$ cat src/rtl/pdr_pkg.sv
`default_nettype none
package pdr_pkg;

  // Field widths of the command and result items.
  localparam int SPEED_W = 8;
  localparam int DUR_W   = 16;
  localparam int NUM_W   = SPEED_W + DUR_W;

  // Number of serial steps in the multiply and divide units (one bit each).
  localparam int STEPS = SPEED_W;
  localparam int CNT_W = $clog2(STEPS);

  localparam logic [SPEED_W-1:0] LED_THRESHOLD = 8'd10;
  localparam logic [DUR_W-1:0]   POWER_OFF_MS  = 16'd250;

  typedef enum logic [1:0] {
    CMD_TICK   = 2'd0,
    CMD_SET    = 2'd1,
    CMD_SMOOTH = 2'd2,
    CMD_OFF    = 2'd3
  } command_e_t;

  typedef enum logic {
    CFG_ENABLED     = 1'b0,
    CFG_LED_ENABLED = 1'b1
  } cfg_index_t;

  typedef enum logic [2:0] {
    ST_IDLE,
    ST_LOAD,
    ST_MUL,
    ST_DIV,
    ST_DONE
  } state_t;

endpackage
`default_nettype wire

$ cat src/rtl/pdr_cmd_if.sv
`default_nettype none
interface pdr_cmd_if;
  logic                        valid;
  logic                        ready;
  logic [1:0]                  command;
  logic [pdr_pkg::SPEED_W-1:0] speed;
  logic [pdr_pkg::DUR_W-1:0]   duration_ms;

  modport source (output valid, command, speed, duration_ms, input ready);
  modport sink (input valid, command, speed, duration_ms, output ready);
endinterface
`default_nettype wire

$ cat src/rtl/pdr_res_if.sv
`default_nettype none
interface pdr_res_if;
  logic                        valid;
  logic                        ready;
  logic [pdr_pkg::SPEED_W-1:0] duty;
  logic                        status_led;
  logic                        ramping;

  modport source (output valid, duty, status_led, ramping, input ready);
  modport sink (input valid, duty, status_led, ramping, output ready);
endinterface
`default_nettype wire

$ cat src/rtl/pdr_cfg_if.sv
`default_nettype none
interface pdr_cfg_if;
  logic valid;
  logic ready;
  logic index;
  logic data;

  modport source (output valid, index, data, input ready);
  modport sink (input valid, index, data, output ready);
endinterface
`default_nettype wire

$ cat src/rtl/pdr_mul.sv
`default_nettype none
module pdr_mul (
  input  wire logic                        clk,
  input  wire logic                        rst,
  input  wire logic                        start,
  input  wire logic [pdr_pkg::SPEED_W-1:0] base,
  input  wire logic [pdr_pkg::SPEED_W-1:0] target,
  input  wire logic [pdr_pkg::DUR_W-1:0]   len,
  input  wire logic [pdr_pkg::DUR_W-1:0]   elapsed,
  output logic                             done,
  output logic [pdr_pkg::NUM_W-1:0]        product
);
  import pdr_pkg::*;

  logic               busy;
  logic [CNT_W-1:0]   cnt;
  logic [SPEED_W-1:0] base_sh;
  logic [SPEED_W-1:0] target_sh;
  logic [DUR_W-1:0]   remain;
  logic [DUR_W-1:0]   passed;
  logic [NUM_W-1:0]   acc;
  logic [NUM_W-1:0]   acc_next;

  // One bit of both speed operands per cycle, most significant first.
  always_comb begin
    acc_next = {acc[NUM_W-2:0], 1'b0};
    if (base_sh[SPEED_W-1]) acc_next = acc_next + NUM_W'(remain);
    if (target_sh[SPEED_W-1]) acc_next = acc_next + NUM_W'(passed);
  end

  // Control: a fixed count of steps after each start.
  always_ff @(posedge clk) begin
    if (rst) begin
      busy <= 1'b0;
      cnt  <= '0;
      done <= 1'b0;
    end else begin
      done <= 1'b0;
      if (start) begin
        busy <= 1'b1;
        cnt  <= '0;
      end else if (busy) begin
        cnt <= cnt + CNT_W'(1);
        if (cnt == CNT_W'(STEPS - 1)) begin
          busy <= 1'b0;
          done <= 1'b1;
        end
      end
    end
  end

  // Operand shift registers and accumulator.
  always_ff @(posedge clk) begin
    if (start) begin
      base_sh   <= base;
      target_sh <= target;
      remain    <= len - elapsed;
      passed    <= elapsed;
      acc       <= '0;
    end else if (busy) begin
      base_sh   <= {base_sh[SPEED_W-2:0], 1'b0};
      target_sh <= {target_sh[SPEED_W-2:0], 1'b0};
      acc       <= acc_next;
    end
  end

  assign product = acc;
endmodule
`default_nettype wire

$ cat src/rtl/pdr_div.sv
`default_nettype none
module pdr_div (
  input  wire logic                        clk,
  input  wire logic                        rst,
  input  wire logic                        start,
  input  wire logic [pdr_pkg::NUM_W-1:0]   num,
  input  wire logic [pdr_pkg::DUR_W-1:0]   den,
  output logic                             done,
  output logic [pdr_pkg::SPEED_W-1:0]      quot
);
  import pdr_pkg::*;

  logic               busy;
  logic [CNT_W-1:0]   cnt;
  logic [DUR_W-1:0]   rem;
  logic [SPEED_W-1:0] num_sh;
  logic [DUR_W:0]     trial;
  logic [DUR_W:0]     diff;
  logic               fits;

  // Restoring step: bring down one numerator bit, subtract when it fits.
  // The quotient is below 256, so the upper numerator bits start below den.
  always_comb begin
    trial = {rem, num_sh[SPEED_W-1]};
    diff  = trial - {1'b0, den};
    fits  = trial >= {1'b0, den};
  end

  always_ff @(posedge clk) begin
    if (rst) begin
      busy <= 1'b0;
      cnt  <= '0;
      done <= 1'b0;
    end else begin
      done <= 1'b0;
      if (start) begin
        busy <= 1'b1;
        cnt  <= '0;
      end else if (busy) begin
        cnt <= cnt + CNT_W'(1);
        if (cnt == CNT_W'(STEPS - 1)) begin
          busy <= 1'b0;
          done <= 1'b1;
        end
      end
    end
  end

  always_ff @(posedge clk) begin
    if (start) begin
      rem    <= num[NUM_W-1:SPEED_W];
      num_sh <= num[SPEED_W-1:0];
      quot   <= '0;
    end else if (busy) begin
      rem    <= fits ? diff[DUR_W-1:0] : trial[DUR_W-1:0];
      num_sh <= {num_sh[SPEED_W-2:0], 1'b0};
      quot   <= {quot[SPEED_W-2:0], fits};
    end
  end
endmodule
`default_nettype wire

$ cat src/rtl/pwm_duty_linear_ramp.sv
`default_nettype none
// Channel  Role    Payload
// cmd      sink    command, speed, duration_ms
// res      source  duty, status_led, ramping
// cfg      sink    index (0 enabled, 1 status_led_enabled), data
//
// One item at a time. A tick inside a ramp, short of its end, passes from accept
// through the load state, the bit-serial multiply, the restoring divider (each of
// 8 one-bit steps and a done strobe), the done state and the output register.
// Any other item goes from accept to the done state and the output register.
// The next item is taken while a result waits; its own result then stalls until
// the held one is taken. rst is synchronous and clears control, config and ramp
// state and res.valid, not result data. Configuration writes are always taken.
module pwm_duty_linear_ramp (
  input  wire logic clk,
  input  wire logic rst,
  pdr_cmd_if.sink   cmd,
  pdr_res_if.source res,
  pdr_cfg_if.sink   cfg
);
  import pdr_pkg::*;

  state_t state;
  state_t state_next;

  logic               enabled;
  logic               status_led_enabled;
  logic [SPEED_W-1:0] committed_speed;
  logic [SPEED_W-1:0] target_level;
  logic [DUR_W-1:0]   ramp_length;
  logic [DUR_W-1:0]   elapsed_ticks;
  logic [DUR_W-1:0]   elapsed_inc;
  logic [SPEED_W-1:0] duty_out;

  logic               cmd_acc;
  logic               tick_mid;
  logic               mul_start;
  logic               mul_done;
  logic [NUM_W-1:0]   mul_product;
  logic               div_done;
  logic [SPEED_W-1:0] div_quot;
  logic               res_load;

  assign cmd_acc     = cmd.valid && cmd.ready;
  assign elapsed_inc = elapsed_ticks + DUR_W'(1);
  // A tick that lands strictly inside a running ramp needs interpolation.
  assign tick_mid    = enabled && (command_e_t'(cmd.command) == CMD_TICK)
                       && (ramp_length != '0) && (elapsed_inc != ramp_length);

  // Next state.
  always_comb begin
    state_next = state;
    unique case (state)
      ST_IDLE: if (cmd_acc) state_next = tick_mid ? ST_LOAD : ST_DONE;
      ST_LOAD: state_next = ST_MUL;
      ST_MUL:  if (mul_done) state_next = ST_DIV;
      ST_DIV:  if (div_done) state_next = ST_DONE;
      ST_DONE: if (!res.valid || res.ready) state_next = ST_IDLE;
      default: state_next = ST_IDLE;
    endcase
  end

  // State machine outputs.
  always_comb begin
    cmd.ready = 1'b0;
    mul_start = 1'b0;
    res_load  = 1'b0;
    unique case (state)
      ST_IDLE: cmd.ready = 1'b1;
      ST_LOAD: mul_start = 1'b1;
      ST_DONE: res_load = !res.valid || res.ready;
      default: ;
    endcase
  end

  always_ff @(posedge clk) begin
    if (rst) state <= ST_IDLE;
    else     state <= state_next;
  end

  // Configuration registers.
  assign cfg.ready = 1'b1;
  always_ff @(posedge clk) begin
    if (rst) begin
      enabled            <= 1'b0;
      status_led_enabled <= 1'b0;
    end else if (cfg.valid) begin
      unique case (cfg_index_t'(cfg.index))
        CFG_ENABLED:     enabled <= cfg.data;
        CFG_LED_ENABLED: status_led_enabled <= cfg.data;
        default: ;
      endcase
    end
  end

  // Command decode and ramp state.
  always_ff @(posedge clk) begin
    if (rst) begin
      committed_speed <= '0;
      target_level    <= '0;
      ramp_length     <= '0;
      elapsed_ticks   <= '0;
      duty_out        <= '0;
    end else if (cmd_acc && enabled) begin
      unique case (command_e_t'(cmd.command))
        CMD_TICK: begin
          if (ramp_length != '0) begin
            if (elapsed_inc == ramp_length) begin
              committed_speed <= target_level;
              duty_out        <= target_level;
              ramp_length     <= '0;
            end
            elapsed_ticks <= elapsed_inc;
          end
        end
        CMD_SET: begin
          target_level    <= cmd.speed;
          ramp_length     <= '0;
          committed_speed <= cmd.speed;
          duty_out        <= cmd.speed;
        end
        CMD_SMOOTH: begin
          target_level  <= cmd.speed;
          ramp_length   <= cmd.duration_ms;
          elapsed_ticks <= '0;
        end
        CMD_OFF: begin
          target_level  <= '0;
          ramp_length   <= POWER_OFF_MS;
          elapsed_ticks <= '0;
        end
        default: ;
      endcase
    end else if (state == ST_DIV && div_done) begin
      duty_out <= div_quot;
    end
  end

  // Interpolation: committed*(L-e) + target*e, then divide by L.
  pdr_mul u_mul (
    .clk     (clk),
    .rst     (rst),
    .start   (mul_start),
    .base    (committed_speed),
    .target  (target_level),
    .len     (ramp_length),
    .elapsed (elapsed_ticks),
    .done    (mul_done),
    .product (mul_product)
  );

  pdr_div u_div (
    .clk   (clk),
    .rst   (rst),
    .start (mul_done),
    .num   (mul_product),
    .den   (ramp_length),
    .done  (div_done),
    .quot  (div_quot)
  );

  // Output register.
  always_ff @(posedge clk) begin
    if (rst) begin
      res.valid <= 1'b0;
    end else if (res_load) begin
      res.valid <= 1'b1;
    end else if (res.ready) begin
      res.valid <= 1'b0;
    end
  end

  always_ff @(posedge clk) begin
    if (res_load) begin
      res.duty       <= duty_out;
      res.status_led <= status_led_enabled && (committed_speed > LED_THRESHOLD);
      res.ramping    <= ramp_length != '0;
    end
  end

  // An accepted item always takes the block out of its idle state.
  a_busy_after_accept: assert property (@(posedge clk) disable iff (rst)
    cmd_acc |=> !cmd.ready)
    else $error("command accepted back to back");

  // Elapsed ticks stay below the ramp length while a ramp runs.
  a_elapsed_bound: assert property (@(posedge clk) disable iff (rst)
    (ramp_length != '0) |-> (elapsed_ticks < ramp_length))
    else $error("elapsed ticks reached ramp length");

  // The arithmetic units only run for a tick inside a ramp.
  a_mul_in_ramp: assert property (@(posedge clk) disable iff (rst)
    mul_start |-> (ramp_length != '0))
    else $error("interpolation started without a ramp");

  // A loaded result reports the ramp flag of the state it was taken from.
  a_ramping_flag: assert property (@(posedge clk) disable iff (rst)
    res_load |=> (res.ramping == (ramp_length != '0)))
    else $error("ramping flag mismatch");

endmodule
`default_nettype wire

$ cat src/flat_wrapper.sv
// flat-port wrapper written by rule: the top's interface ports become plain ports
module pwm_duty_linear_ramp_flat import pdr_pkg::*;
  (clk, rst, cmd_valid, cmd_command, cmd_speed, cmd_duration_ms, cmd_ready, res_valid, res_duty, res_status_led, res_ramping, res_ready, cfg_valid, cfg_index, cfg_data, cfg_ready);
  pdr_cmd_if cmd_i ();
  pdr_res_if res_i ();
  pdr_cfg_if cfg_i ();
  input  wire logic clk;
  input  wire logic rst;
  input wire logic [$bits(cmd_i.valid)-1:0] cmd_valid;
  input wire logic [$bits(cmd_i.command)-1:0] cmd_command;
  input wire logic [$bits(cmd_i.speed)-1:0] cmd_speed;
  input wire logic [$bits(cmd_i.duration_ms)-1:0] cmd_duration_ms;
  output wire logic [$bits(cmd_i.ready)-1:0] cmd_ready;
  output wire logic [$bits(res_i.valid)-1:0] res_valid;
  output wire logic [$bits(res_i.duty)-1:0] res_duty;
  output wire logic [$bits(res_i.status_led)-1:0] res_status_led;
  output wire logic [$bits(res_i.ramping)-1:0] res_ramping;
  input wire logic [$bits(res_i.ready)-1:0] res_ready;
  input wire logic [$bits(cfg_i.valid)-1:0] cfg_valid;
  input wire logic [$bits(cfg_i.index)-1:0] cfg_index;
  input wire logic [$bits(cfg_i.data)-1:0] cfg_data;
  output wire logic [$bits(cfg_i.ready)-1:0] cfg_ready;
  assign cmd_i.valid = cmd_valid;
  assign cmd_i.command = cmd_command;
  assign cmd_i.speed = cmd_speed;
  assign cmd_i.duration_ms = cmd_duration_ms;
  assign cmd_ready = cmd_i.ready;
  assign res_valid = res_i.valid;
  assign res_duty = res_i.duty;
  assign res_status_led = res_i.status_led;
  assign res_ramping = res_i.ramping;
  assign res_i.ready = res_ready;
  assign cfg_i.valid = cfg_valid;
  assign cfg_i.index = cfg_index;
  assign cfg_i.data = cfg_data;
  assign cfg_ready = cfg_i.ready;
  pwm_duty_linear_ramp u_core (.clk(clk), .rst(rst), .cmd(cmd_i), .res(res_i), .cfg(cfg_i));
endmodule
$ cat config.mk
export PLATFORM = sky130hd
export DESIGN_NAME = pwm_duty_linear_ramp_flat
export DESIGN_NICKNAME = d
export VERILOG_FILES = /design/src/rtl/pdr_pkg.sv /design/src/rtl/pdr_cmd_if.sv /design/src/rtl/pdr_res_if.sv /design/src/rtl/pdr_cfg_if.sv /design/src/rtl/pdr_mul.sv /design/src/rtl/pdr_div.sv /design/src/rtl/pwm_duty_linear_ramp.sv /design/src/flat_wrapper.sv
export SDC_FILE = /design/constraint.sdc
export NUM_CORES = 1
export LEC_CHECK = 0
export ABC_AREA = 1
export ABC_CLOCK_PERIOD_IN_PS = 4400
export BUFFER_PORTS_ARGS = -buffer_cell sky130_fd_sc_hd__buf_2
export CORE_UTILIZATION = 30
export DETAILED_ROUTE_END_ITERATION = 6
export PLACE_DENSITY = 0.49
export SYNTH_ARGS = -nofsm -noshare
export SYNTH_HDL_FRONTEND = slang
export SYNTH_HIERARCHICAL = 1
export SYNTH_SLANG_ARGS = --single-unit
$ cat constraint.sdc
create_clock -name clk -period 4.4 [get_ports clk]
set_input_delay 0.88 -clock clk [delete_from_list [all_inputs] [get_ports clk]]
set_output_delay 0.88 -clock clk [all_outputs]
set_load 0.01 [all_outputs]
==> impl_results.md, run 1 <==
- Comb pwr share: around two fifths
- Post-detail-place hpwl: 27140 microns
- FP Rows: between 70 and 80
- Gpl congestion: 0.8902
- Die area: 0.04273 sq mm
- Status: completed
- Met3 WL: 1159 microns
- Min Tclk post-route: between 3 and 4 ns
- Ys flop type: dfxtp_1
- Post-synthesis compound-gate area fraction: 9.803%
- Path type of the worst setup path: flip-flop to flip-flop
- Hold Path Stages: 0
- Mux cell area share after synthesis: 0.6369%
- Ys Warns: 6
- WHS: 0.4332 ns
- Net Sw Power: 2718 uW
- Setup Viol. Count Final: 0
- Number of fill cells: between 4000 and 5000
- Die Y: 206.7 microns
- Startpoint Class: flip-flop
- Drt pass-1 iters: 6
- R2R Path Start: u_core/u_mul/remain[1]$_DFFE_PP_
- EDFF count, synth: 82
- Initial Utilization: 30.58%
- Switching share of power: 41.13%
- Vias: 11320
- Critical Path Source: u_core/u_mul/remain[1]$_DFFE_PP_
- Register area share after synthesis: a little over a third
- CTS buffer count: 17
- Area Overhead vs Synth: 10.83%
- Most common library cell in the layout ignoring fill and taps: nand2_1
- Via density: a little under 5
- Cell count of the worst reg-to-reg path: 21
- Synthesized net count: 1869
- Hold Crit Start: u_core/duty_out[7]$_SDFFE_PP0P_
- Worst r2r dst: u_core/u_mul/product[18]$_SDFFE_PP0P_
- Layout cells sized above 1: 9.851%
- Final setup margin: roughly 0.9 ns
- Wl on met1: 18270 microns
- Pre-CTS setup slack: 0.9398 ns
- RSZ-0062 raised after global routing: false
- CTS clk-pin slew, worst paths: around 0.070 ns
- PostCTS Resize Cnt: 0
- I/O Buffers: between 40 and 50
- Setup crit end kind: flip-flop
- CP max FO: 4
- Yosys cell types: 58
- Synthesized area: 0.01257 sq mm
- Critical Path Sink: u_core/u_mul/product[18]$_SDFFE_PP0P_
- Placed cells: roughly 2300
- First-pass GRT wire length: 56530 microns
- Placeable Area: 0.04111 sq mm
- Hold Buf Count CTS: 0
- Clock Power Share: 23.5%
- Iteration-0 DRC Markers: 764
- Final hold viol count: 0
- H-tree Lvls: 4
- Clk Latency, worst-skew pair: roughly 0.46 ns
- Post-Synth Simple-Gate Area: 34.05%
- Post-Synth Adder-Cell Area: 7.604%
- Total Power: 6608 uW
- Routed wl met2: around 16000 microns
- Max-slew headroom: 29.75%
- Internal power: approximately 4000 uW
- DR WL/cell: 15.23 microns
- Peak Freq: between 0.2 and 0.3 GHz
- #FFs+latches synth: 186
- DIE WIDTH: 206.7 microns
- Slew Viols, Final: 0
- Clk_skew: around 0.011 ns
- Max-cap violations: 0
- Post-Synthesis Cells: 1762
- Post CTS Setup Buffer Count: 0
- DR top layer: met4
- Commonest non-fill, non-tap cells in the layout: nand2_1 (535), inv_1 (219), nand3_1 (152)
- Sequential power share: 35.8%
- Root Buffer: clkbuf_16
- N_diodes: 0
- Ports: 46
- Longest Clk Path Bufs: 2
- Final nets: 1901
- Vias in the first global route: approximately 10000
- Antenna violations before repair: 0
- Largest family of logic cells by synthesized area: simple AND/OR/NAND/NOR gates
- Leakage power: roughly 0.006 uW
- CTS sink cnt: 186
- Synth Area in XOR/XNOR: 2.926%
- Non-Filler Instances: ~2300
- Final Cycle Share: 79.27%
- VDD IR-drop max: 0.0002882 V
- Syn avg cell area: 7.135 sq um
- Largest net degree at the start of global routing: 56
- Overall Global Routing Usage: 17.09%
- Drt drc: 0
- Worst Tran Pin Value: around 1.0 ns
- R2R Setup Slk: 0.91 ns
- Final WL: 35620 microns
- Critical path data required time: approximately 4.7 ns
- Reg area: 0.004544 sq mm
- Cell Pwr Density: 474.3 mW/mm^2
- Ys async rst share: 0%
- Final setup TNS: 0 ns
- Hold Path Class: flip-flop to flip-flop
- TritonCTS clock tree: done
- Detail Route Antenna Nets: 0
- Total gr overflow: 0
- Area of the multi-input gates: about 0.007 sq mm
- Worst Path Arrival: approximately 3.8 ns
-- stage by stage --
step / utilization (%) / area, sq um
after global routing: 33.89 / 13930
after global placement: 32.47 / 13350
after floorplan: - / 12570
after CTS: 33.89 / 13930
final: 33.89 / 13930
after detailed placement: 32.47 / 13350
-- power by group through the flow --
stage	Combinational [uW]	Sequential (uW)	Clock [uW]
floorplan	2050	2330	0
global placement	2670	2400	0
detailed placement	2670	2400	0
CTS	2690	2370	1610
global route	3060	2400	1660
finish	2690	2370	1550
-- state kept, by name (all words and copies together), names as in the netlist, 8 cells and up --
signal	cells
u_core/u_mul/target_sh	8
u_core/u_mul/remain	16
u_core/u_mul/base_sh	8
u_core/u_div/rem	16
u_core/u_div/quot	8
u_core/u_mul/product	24
u_core/res.duty	8
u_core/u_div/num_sh	8
u_core/duty_out	8
u_core/target_level	8
u_core/elapsed_ticks	16
u_core/ramp_length	16
u_core/committed_speed	8
u_core/u_mul/passed	16
-- cells by family (layout without fill, tap and decap cells) --
kind of cell    Yosys count  count (layout)
simple gates            948             948
buf+inv                 282             327
compound gates          221             221
flops                   186             186
fa+ha+maj                74              74
xor+xnor                 42              42
mux                       8               8
other cells               1               1
-- final cells by class --
type                    instances  share of cell area [%]
multi-input cells            1294                   49.75
flip-flops and latches        186                   32.61
inverters                     239                   6.439
well taps                     532                   4.777
clock buffers                  20                   3.439
repair buffers                 56                   2.227
clock inverters                12                  0.7543
-- cell usage after synthesis (all sizes together) (2+ instances only) --
master  instances  area, sq um
fa              4        80.08
buf            16        108.9
nor2          131        573.1
inv           233        874.6
nor3b           2        15.01
edfxtp         82         2462
o21bai          5        37.54
nor4            4        25.02
o211ai         11        82.58
nand3b         17        127.6
mux2i           8        80.08
dfxtp         104         2082
o22ai          10        62.56
o21ai          67        342.8
clkinv          6        22.52
a31oi           5        31.28
or2            13        81.33
nand4          44        281.5
xor2           21        183.9
o31ai           3        22.52
ha             70        875.8
nand3         163        878.4
xnor2          21        183.9
nand2         561         2210
a21boi          4        30.03
clkbuf         27        101.4
nor3           11        76.33
a21oi         108        551.8
a211oi          2        15.01
-- metal layers --
layer | track usage [%] | vias up
met2 | 26.43 | 210
met4 | 4.275 | 0
met5 | 0 | -
li1 | - | 5858
met1 | 24.75 | 5228
met3 | 2.527 | 23
-- worst max-delay path: stages (launching register included) --
cell,delay [ns]
edfxtp_1,0.37
ha_1,0.22
fa_1,0.43
nand3_1,0.12
nand3_2,0.09
a21oi_1,0.17
xor2_1,0.16
o21ai_0,0.14
ha_1,0.40
nand2_1,0.08
nor3_1,0.14
nand2_1,0.07
nand3_1,0.14
nand3_1,0.10
nand2_1,0.07
inv_1,0.07
nor2_1,0.12
inv_1,0.07
nor2_1,0.13
a21oi_1,0.08
o21ai_0,0.07
o21ai_0,0.10
-- worst min-delay path by stage --
stage	endpoint	slack, ns
after floorplan	u_core/res.duty[0]$_DFFE_PP_	0.41
after global placement	u_core/res.duty[7]$_DFFE_PP_	0.41
after detailed placement	u_core/res.duty[3]$_DFFE_PP_	0.42
after CTS	u_core/res.duty[3]$_DFFE_PP_	0.43
after global routing	u_core/res.duty[7]$_DFFE_PP_	0.44
final	u_core/res.duty[7]$_DFFE_PP_	0.43
Power figures use the tool's default switching activity.
==> inputs of run 2 (changes only) <==
- ABC_AREA: 1 -> 0
- ABC_CLOCK_PERIOD_IN_PS: 4400 -> 3300
- PLACE_DENSITY: 0.49 -> 0.48
- clock period: 4.4 -> 3.3 ns (I/O delays scaled with it)
==> run 2 against run 1 <==
The run now ends with negative setup slack left; combinational power decreased by 6%; utilization increased by 4.0 points; register-to-register slack got worse by 1.3 ns; die area decreased by 2.6%; sequential share of layout area decreased by 2.6 points; sequential power increased by 8.9%; worst setup slack got worse by 1.3 ns; via count decreased by 6.6%; cell count decreased by 14%; critical endpoint is now u_core/u_mul/product[22]$_SDFFE_PP0P_; largest cell class unchanged.
==> impl_results.md, run 2 <==
- Max-cap violations: 0 (unchanged)
- Top cell type's share of synthesized area: 20.11% (was 19.59%)
- Cell Pwr Density: 472.2 mW/mm^2 (was 474.3 mW/mm^2)
- Via density: 5.237 (was 4.839)
- Vias in the first global route: 10150 (was 10500)
- VDD IR-drop max: 0.0003361 V (was 0.0002882 V)
- Final Cycle Share: 111.7% (was 79.27%)
- DR WL/cell: 18.45 microns (was 15.23 microns)
- Overall Global Routing Usage: 17.89% (was 17.09%)
- Peak Freq: 0.2714 GHz (was 0.2867 GHz)
- Hold Path Stages: 0 (unchanged)
- Ys flop type: dfxtp_1 (unchanged)
- Slowest-stage cell, CP: fa_2 (was fa_1)
- Synthesized area: 0.01225 sq mm (was 0.01257 sq mm)
- Vias: 10570 (was 11320)
- Placeable Area: 0.04001 sq mm (was 0.04111 sq mm)
- Final nets: 1587 (was 1901)
- Drt drc: 0 (unchanged)
- Setup Viol. Count Final: 14 (was 0)
- Longest Clk Path Bufs: 2 (unchanged)
- CTS clk-pin slew, worst paths: 0.07 ns (about the same)
- Yosys cell types: 97 (was 58)
- Crit-path cells: ha_2 > fa_2 > a211oi_4 > o21bai_1 > a21oi_1 > xnor2_1 > mux2_4 > ha_4 > a211oi_2 > o211ai_1 > nand3_2 > a31oi_4 > a21oi_4 > nor4_2 > and3_1 > or3_1 (was ha_1 > fa_1 > nand3_1 > nand3_2 > a21oi_1 > xor2_1 > o21ai_0 > ha_1 > nand2_1 > nor3_1 > nand2_1 > nand3_1 > nand3_1 > nand2_1 > inv_1 > nor2_1 > inv_1 > nor2_1 > a21oi_1 > o21ai_0 > o21ai_0)
- Register area share after synthesis: 37.11% (was 36.15%)
- Die Y: 204.0 microns (was 206.7 microns)
- Antenna violations before repair: 1 (was 0)
- Hold Path Class: flip-flop to flip-flop (unchanged)
- Instance count on the critical path: 16 (was 21)
- Post-detail-place hpwl: 27470 microns (was 27140 microns)
- Number of fill cells: 4099 (was 4458)
- Post-DP Area: 0.01409 sq mm (was 0.01335 sq mm)
- Worst Path Arrival: 4.01 ns (was 3.80 ns)
- Crit path max-delay family: compound AO/OA/AOI/OAI gates (was simple AND/OR/NAND/NOR gates)
- Slew Viols, Final: 0 (unchanged)
- CTS buffer count: 17 (unchanged)
- Post-Synthesis Cells: 1322 (was 1762)
- Most common library cell in the layout ignoring fill and taps: buf_4 (was nand2_1)
- Synthesized net count: 1429 (was 1869)
- Drt pass-1 iters: 7 (was 6)
- Clk_skew: 0.01388 ns (was 0.01074 ns)
- CP max FO: 4 (unchanged)
- Initial Utilization: 30.61% (was 30.58%)
- Max FFs per register: 24 (unchanged)
- EDFF count, synth: 82 (unchanged)
- RSZ-0062 raised after global routing: true (was false)
- Total gr overflow: 0 (unchanged)
- Iteration-0 DRC Markers: 674 (was 764)
- Setup crit end kind: flip-flop (unchanged)
- Leakage power: 0.005651 uW (was 0.006114 uW)
- FP Rows: 73 (was 74)
- N_diodes: 0 (unchanged)
- Cell count of the worst reg-to-reg path: 16 (was 21)
- Final WL: 37240 microns (was 35620 microns)
- I/O Buffers: 44 (unchanged)
- Crit path buffers/inverters: 0 (was 2)
- Path type of the worst setup path: flip-flop to flip-flop (unchanged)
- Largest net degree at the start of global routing: 55 (was 56)
- Gpl congestion: 0.8522 (was 0.8902)
- Layout cells sized above 1: 25.99% (was 9.851%)
- CTS sink cnt: 186 (unchanged)
- Ys async rst share: 0% (unchanged)
- DIE WIDTH: 204.0 microns (was 206.7 microns)
- Min Tclk post-route: 3.684 ns (was 3.488 ns)
- Post-synth top cells: nor2_1 (108), dfxtp_1 (104), nand2_1 (90) (was nand2_1 (535), inv_1 (219), nand3_1 (152))
- Ys Warns: 6 (unchanged)
- Root Buffer: clkbuf_16 (unchanged)
- First-pass GRT wire length: 57530 microns (was 56530 microns)
- Fin area: 0.01515 sq mm (was 0.01393 sq mm)
- Crit-path max cell delay: 0.38 ns (was 0.43 ns)
- Ports: 46 (unchanged)
- Status: finished with violations (was completed)
- Cell type with the highest aggregate area in the netlist: edfxtp_1 (unchanged)
- Final setup margin: -0.3845 ns (was 0.9123 ns)
- Max-slew headroom: 31.79% (was 29.75%)
- Critical path data required time: 3.63 ns (was 4.71 ns)
- Final hold viol count: 0 (unchanged)
- H-tree Lvls: 4 (unchanged)
- Area Overhead vs Synth: 23.75% (was 10.83%)
- Detail Route Antenna Nets: 0 (unchanged)
- TritonCTS clock tree: done (unchanged)
- Worst Tran Pin Value: 1.016 ns (was 1.050 ns)
- Startpoint Class: flip-flop (unchanged)
- Die area: 0.04163 sq mm (was 0.04273 sq mm)
- #FFs+latches synth: 186 (unchanged)
- Clk Latency, worst-skew pair: 0.45 ns (was 0.46 ns)
- Hold Buf Count CTS: 0 (unchanged)
- Most frequent cell after synthesis: nor2_1 (was nand2_1)
- WHS: 0.4394 ns (was 0.4332 ns)
- Synth top area cells: edfxtp_1 (20%), dfxtp_1 (17%), ha_1 (7.2%), xnor2_1 (3.8%), mux2i_1 (3.8%) (was edfxtp_1 (20%), dfxtp_1 (17%), nand2_1 (16%), ha_1 (7.0%), inv_1 (6.5%))
- Syn avg cell area: 9.263 sq um (was 7.135 sq um)
- Commonest non-fill, non-tap cells in the layout: buf_4 (159), nor2_1 (104), dfxtp_1 (101) (was nand2_1 (535), inv_1 (219), nand3_1 (152))
- Failing checks: negative setup slack
run 2: cell count changes in the layout (fill, tap and decap cells not counted), sizes merged, moves of 27 or more:
cell	delta
nand2	-470
nand3	-122
inv	-181
mux2	+41
mux2i	+38
nand2b	+29
a21oi	-27
xnor2	+32
buf	+152
run 2: through the flow:
step / instances / TNS (ns) / setup slack [ns] / total power [uW] / utilization, %
final: 2018 / -3.119 / -0.3845 / 7156 / 37.88
after CTS: 2016 / -3.617 / -0.3724 / 6994 / 37.23
after global routing: 2018 / -5.315 / -0.5202 / 7522 / 37.88
after floorplan: 1322 / -0.3959 / -0.1723 / 3911 / -
after global placement: 1977 / -5.060 / -0.4720 / 4700 / 35.22
after detailed placement: 1977 / -5.503 / -0.5018 / 4710 / 35.22
run 2: final timing paths:
kind | startpoint | slack (ns) | to
max | u_core/u_mul/remain[1]$_DFFE_PP_ | -0.38 | u_core/u_mul/product[22]$_SDFFE_PP0P_
min | u_core/duty_out[5]$_SDFFE_PP0P_ | 0.44 | u_core/res.duty[5]$_DFFE_PP_
max reg2reg | u_core/u_mul/remain[1]$_DFFE_PP_ | -0.38 | u_core/u_mul/product[22]$_SDFFE_PP0P_
min reg2reg | u_core/duty_out[5]$_SDFFE_PP0P_ | 0.44 | u_core/res.duty[5]$_DFFE_PP_
run 2: power by group:
part           internal [uW]  switching (uW)
logic                   1300            1230
clock network           1080             967
registers               2480            97.0
total                   4860            2300
run 2: what timing repair did:
action / 4_1_cts / 5_1_grt
pin swaps: 35 / 32
resized for setup: 39 / 51
gates cloned: 0 / 0
endpoints found under the setup margin: 16 / 18
buffers inserted: 7 / 3
run 2: layer usage:
metal	routed length (microns)	GRT usage [%]	vias up	share of wire [%]
met5	0	0	-	0
met4	412	3.625	0	1.1
met3	1102	2.695	32	3.0
met2	17090	28.58	196	46
met1	18640	25.42	5137	50
li1	-	-	5204	-
run 2: logic make-up after synthesis:
family,share of synthesized area [%]
simple gates,19.25
compound gates,18.33
flops,37.11
buf+inv,4.261
mux,7.776
xor+xnor,5.436
fa+ha+maj,7.806
other cells,0.03062
run 2: cell type report:
cell class | count | area [sq um] | share of cell area, %
well taps | 525 | 656.9 | 4.335
flip-flops and latches | 186 | 4548 | 30.01
clock buffers | 22 | 454.2 | 2.997
repair buffers | 208 | 1470 | 9.702
multi-input cells | 1014 | 7716 | 50.92
clock inverters | 10 | 108.9 | 0.7184
inverters | 53 | 198.9 | 1.313
run 2: worst reg2reg max path, cell delays in order (launching register included):
cell and delay (ns):
edfxtp_1 0.37, ha_2 0.19, fa_2 0.38, a211oi_4 0.27, o21bai_1 0.09, a21oi_1 0.20, xnor2_1 0.10, mux2_4 0.28
ha_4 0.24, a211oi_2 0.21, o211ai_1 0.16, nand3_2 0.14, a31oi_4 0.11, a21oi_4 0.22, nor4_2 0.06, and3_1 0.19
or3_1 0.36
==> inputs of run 3 (changes only) <==
- CORE_UTILIZATION: 30 -> 63
- PLACE_DENSITY: 0.48 -> 0.84
==> run 3 against run 2 <==
The run ends with design-rule violations, negative setup slack left; combinational power is essentially flat; sequential cell count did not move; final area fell by 3.6%; hold slack improved by 0.0058 ns; non-clock buffer count down 31; worst setup slack worse by 0.23 ns; utilization grew 39 points; count of clock-buffer cells in the layout fell by 5; wire length decreased by 1.5%; cell count decreased by 15%; global-route usage grew 17 points; critical path type unchanged; critical endpoint unchanged.
==> impl_results.md, run 3 (synthesis gave the netlist of run 2 again) <==
- Hold Path Stages: 0 (unchanged)
- Path type of the worst setup path: flip-flop to flip-flop (unchanged)
- Detail Route Antenna Nets: 0 (unchanged)
- Crit-path max cell delay: 0.39 ns (was 0.38 ns)
- Final hold viol count: 0 (unchanged)
- Worst Path Arrival: 4.26 ns (was 4.01 ns)
- Iteration-0 DRC Markers: 1134 (was 674)
- Crit-path cells: ha_2 > fa_2 > a211oi_4 > o21bai_1 > a21oi_1 > xnor2_1 > mux2_4 > ha_4 > a211oi_4 > o211ai_1 > nand3_2 > a31oi_4 > a21oi_4 > nor4_2 > and3_1 > or3_1 (was ha_2 > fa_2 > a211oi_4 > o21bai_1 > a21oi_1 > xnor2_1 > mux2_4 > ha_4 > a211oi_2 > o211ai_1 > nand3_2 > a31oi_4 > a21oi_4 > nor4_2 > and3_1 > or3_1)
- Final Cycle Share: 118.7% (was 111.7%)
- TritonCTS clock tree: done (unchanged)
- Ports: 46 (unchanged)
- Worst r2r dst: u_core/u_mul/product[22]$_SDFFE_PP0P_ (unchanged)
- FP Rows: 50 (was 73)
- CP max FO: 5 (was 4)
- Peak Freq: 0.2552 GHz (was 0.2714 GHz)
- DR WL/cell: 21.30 microns (was 18.45 microns)
- Worst Tran Pin Value: 1.212 ns (was 1.016 ns)
- VDD IR-drop max: 0.0004499 V (was 0.0003361 V)
- Cell Pwr Density: 504.3 mW/mm^2 (was 472.2 mW/mm^2)
- Max FFs per register: 24 (unchanged)
- Placeable Area: 0.01889 sq mm (was 0.04001 sq mm)
- Area Overhead vs Synth: 19.29% (was 23.75%)
- Final setup margin: -0.6179 ns (was -0.3845 ns)
- RSZ-0062 raised after global routing: true (unchanged)
- Longest Clk Path Bufs: 2 (unchanged)
- Drt pass-1 iters: 7 (unchanged)
- Critical path data required time: 3.64 ns (was 3.63 ns)
- First-pass GRT wire length: 54720 microns (was 57530 microns)
- DIE WIDTH: 141.4 microns (was 204.0 microns)
- Placed cells: 1680 (was 1977)
- Overall Global Routing Usage: 35.16% (was 17.89%)
- Final nets: 1556 (was 1587)
- Most common library cell in the layout ignoring fill and taps: buf_4 (unchanged)
- Vias: 11290 (was 10570)
- Non-Filler Instances: 1722 (was 2018)
- Final WL: 36670 microns (was 37240 microns)
- Antenna violations before repair: 0 (was 1)
- I/O Buffers: 44 (unchanged)
- Die area: 0.02000 sq mm (was 0.04163 sq mm)
- Initial Utilization: 64.81% (was 30.61%)
- Largest net degree at the start of global routing: 60 (was 55)
- Startpoint Class: flip-flop (unchanged)
- N_diodes: 0 (unchanged)
- Crit path top cell by count: a211oi_4
- Clk Latency, worst-skew pair: 0.46 ns (was 0.45 ns)
- Hold endpoint: u_core/res.duty[4]$_DFFE_PP_ (was u_core/res.duty[5]$_DFFE_PP_)
- Via density: 6.553 (was 5.237)
- Gpl congestion: 0.9600 (was 0.8522)
- CTS sink cnt: 186 (unchanged)
- Slowest-stage cell, CP: edfxtp_1 (was fa_2)
- Leakage power: 0.005514 uW (was 0.005651 uW)
- Max-cap violations: 0 (unchanged)
- Fin area: 0.01461 sq mm (was 0.01515 sq mm)
- Setup Viol. Count Final: 16 (was 14)
- Max-slew headroom: 18.63% (was 31.79%)
- Post-detail-place hpwl: 23840 microns (was 27470 microns)
- R2R Path Start: u_core/u_mul/remain[1]$_DFFE_PP_ (unchanged)
- Total gr overflow: 0 (unchanged)
- Drt drc: 1 (was 0)
- Vias in the first global route: 10560 (was 10150)
- Post-DP Area: 0.01352 sq mm (was 0.01409 sq mm)
- R2R Setup Slk: -0.62 ns (was -0.38 ns)
- Crit path max-delay family: compound AO/OA/AOI/OAI gates (unchanged)
- Root Buffer: clkbuf_16 (unchanged)
- Hold Crit Start: u_core/duty_out[4]$_SDFFE_PP0P_ (was u_core/duty_out[5]$_SDFFE_PP0P_)
- CTS buffer count: 17 (unchanged)
- Clk_skew: 0.01877 ns (was 0.01388 ns)
- Setup crit end kind: flip-flop (unchanged)
- Failing checks: design-rule violations, negative setup slack (was negative setup slack)
- Layout cells sized above 1: 24.28% (was 25.99%)
- Die Y: 141.4 microns (was 204.0 microns)
- CTS clk-pin slew, worst paths: 0.09 ns (was 0.07 ns)
- Min Tclk post-route: 3.918 ns (was 3.684 ns)
- Hold Path Class: flip-flop to flip-flop (unchanged)
- H-tree Lvls: 4 (unchanged)
- Number of fill cells: 1202 (was 4099)
- Slew Viols, Final: 0 (unchanged)
- Cell count of the worst reg-to-reg path: 16 (unchanged)
- Status: finished with violations (unchanged)
- Commonest non-fill, non-tap cells in the layout: buf_4 (131), nor2_1 (104), dfxtp_1 (100) (was buf_4 (159), nor2_1 (104), dfxtp_1 (101))
- Crit path buffers/inverters: 0 (unchanged)
-- run 3: report_power, final --
| group | internal [uW] | leakage, uW | switching, uW |
|---|---|---|---|
| Combinational | 1210 | 0.00364 | 1300 |
| Clock | 1090 | 0.000317 | 1180 |
| Sequential | 2480 | 0.00156 | 109 |
| Total | 4780 | 0.00551 | 2580 |
-- run 3: final cells by class --
class	instances	area, sq um	area share [%]
inverter	53	198.9	1.362
clock inverter	15	236.5	1.619
tap	260	325.3	2.227
timing repair buffer	177	1226	8.394
multi-input combinational	1014	7646	52.34
clock buffer	17	425.4	2.912
sequential	186	4549	31.14
-- run 3: metrics by stage --
step / hold slack [ns] / util [%] / setup TNS (ns) / setup WS [ns] / total power, uW
2_1_floorplan: 0.4093 / - / -0.3959 / -0.1723 / 3911
3_3_place_gp: 0.4161 / 71.55 / -3.218 / -0.3652 / 4560
3_5_place_dp: 0.4196 / 71.55 / -4.344 / -0.5048 / 4609
4_1_cts: 0.4423 / 75.79 / -3.793 / -0.3951 / 6989
5_1_grt: 0.4579 / 77.32 / -9.435 / -0.7710 / 7611
6_report: 0.4452 / 77.32 / -7.469 / -0.6179 / 7367
-- run 3: what timing repair did --
action	4_1_cts	5_1_grt
hold buffers	0	0
buffers inserted	8	5
setup endpoints to repair	15	36
endpoints found under the hold margin	0	0
gates resized for setup	22	51
pin swaps	11	23
-- run 3: worst reg2reg max path, stage by stage (launching register included) --
cell,delay [ns]
edfxtp_1,0.39
ha_2,0.20
fa_2,0.37
a211oi_4,0.28
o21bai_1,0.15
a21oi_1,0.20
xnor2_1,0.09
mux2_4,0.28
ha_4,0.25
a211oi_4,0.26
o211ai_1,0.22
nand3_2,0.18
a31oi_4,0.12
a21oi_4,0.23
nor4_2,0.05
and3_1,0.19
or3_1,0.35
-- run 3: worst max path at each step --
stage	start	to	slack, ns	depth (start not counted)
floorplan	u_core/u_mul/remain[1]$_DFFE_PP_	u_core/u_mul/product[22]$_SDFFE_PP0P_	-0.17	15
global placement	u_core/u_mul/remain[1]$_DFFE_PP_	u_core/u_mul/product[22]$_SDFFE_PP0P_	-0.37	16
detailed placement	u_core/u_mul/remain[1]$_DFFE_PP_	u_core/u_mul/product[22]$_SDFFE_PP0P_	-0.50	16
CTS	u_core/u_mul/remain[1]$_DFFE_PP_	u_core/u_mul/product[22]$_SDFFE_PP0P_	-0.40	16
global route	u_core/u_mul/remain[1]$_DFFE_PP_	u_core/u_mul/product[22]$_SDFFE_PP0P_	-0.77	16
finish	u_core/u_mul/remain[1]$_DFFE_PP_	u_core/u_mul/product[22]$_SDFFE_PP0P_	-0.62	16
-- run 3: metal layers --
| layer | share of wire, % | wire length, microns | up-vias | global-route usage, % |
|---|---|---|---|---|
| li1 | - | - | 5143 | - |
| met1 | 39 | 14130 | 5309 | 45.00 |
| met2 | 47 | 17250 | 695 | 57.35 |
| met3 | 9.3 | 3411 | 138 | 6.547 |
| met4 | 5.2 | 1891 | 0 | 17.26 |
| met5 | 0 | 0 | - | 0 |
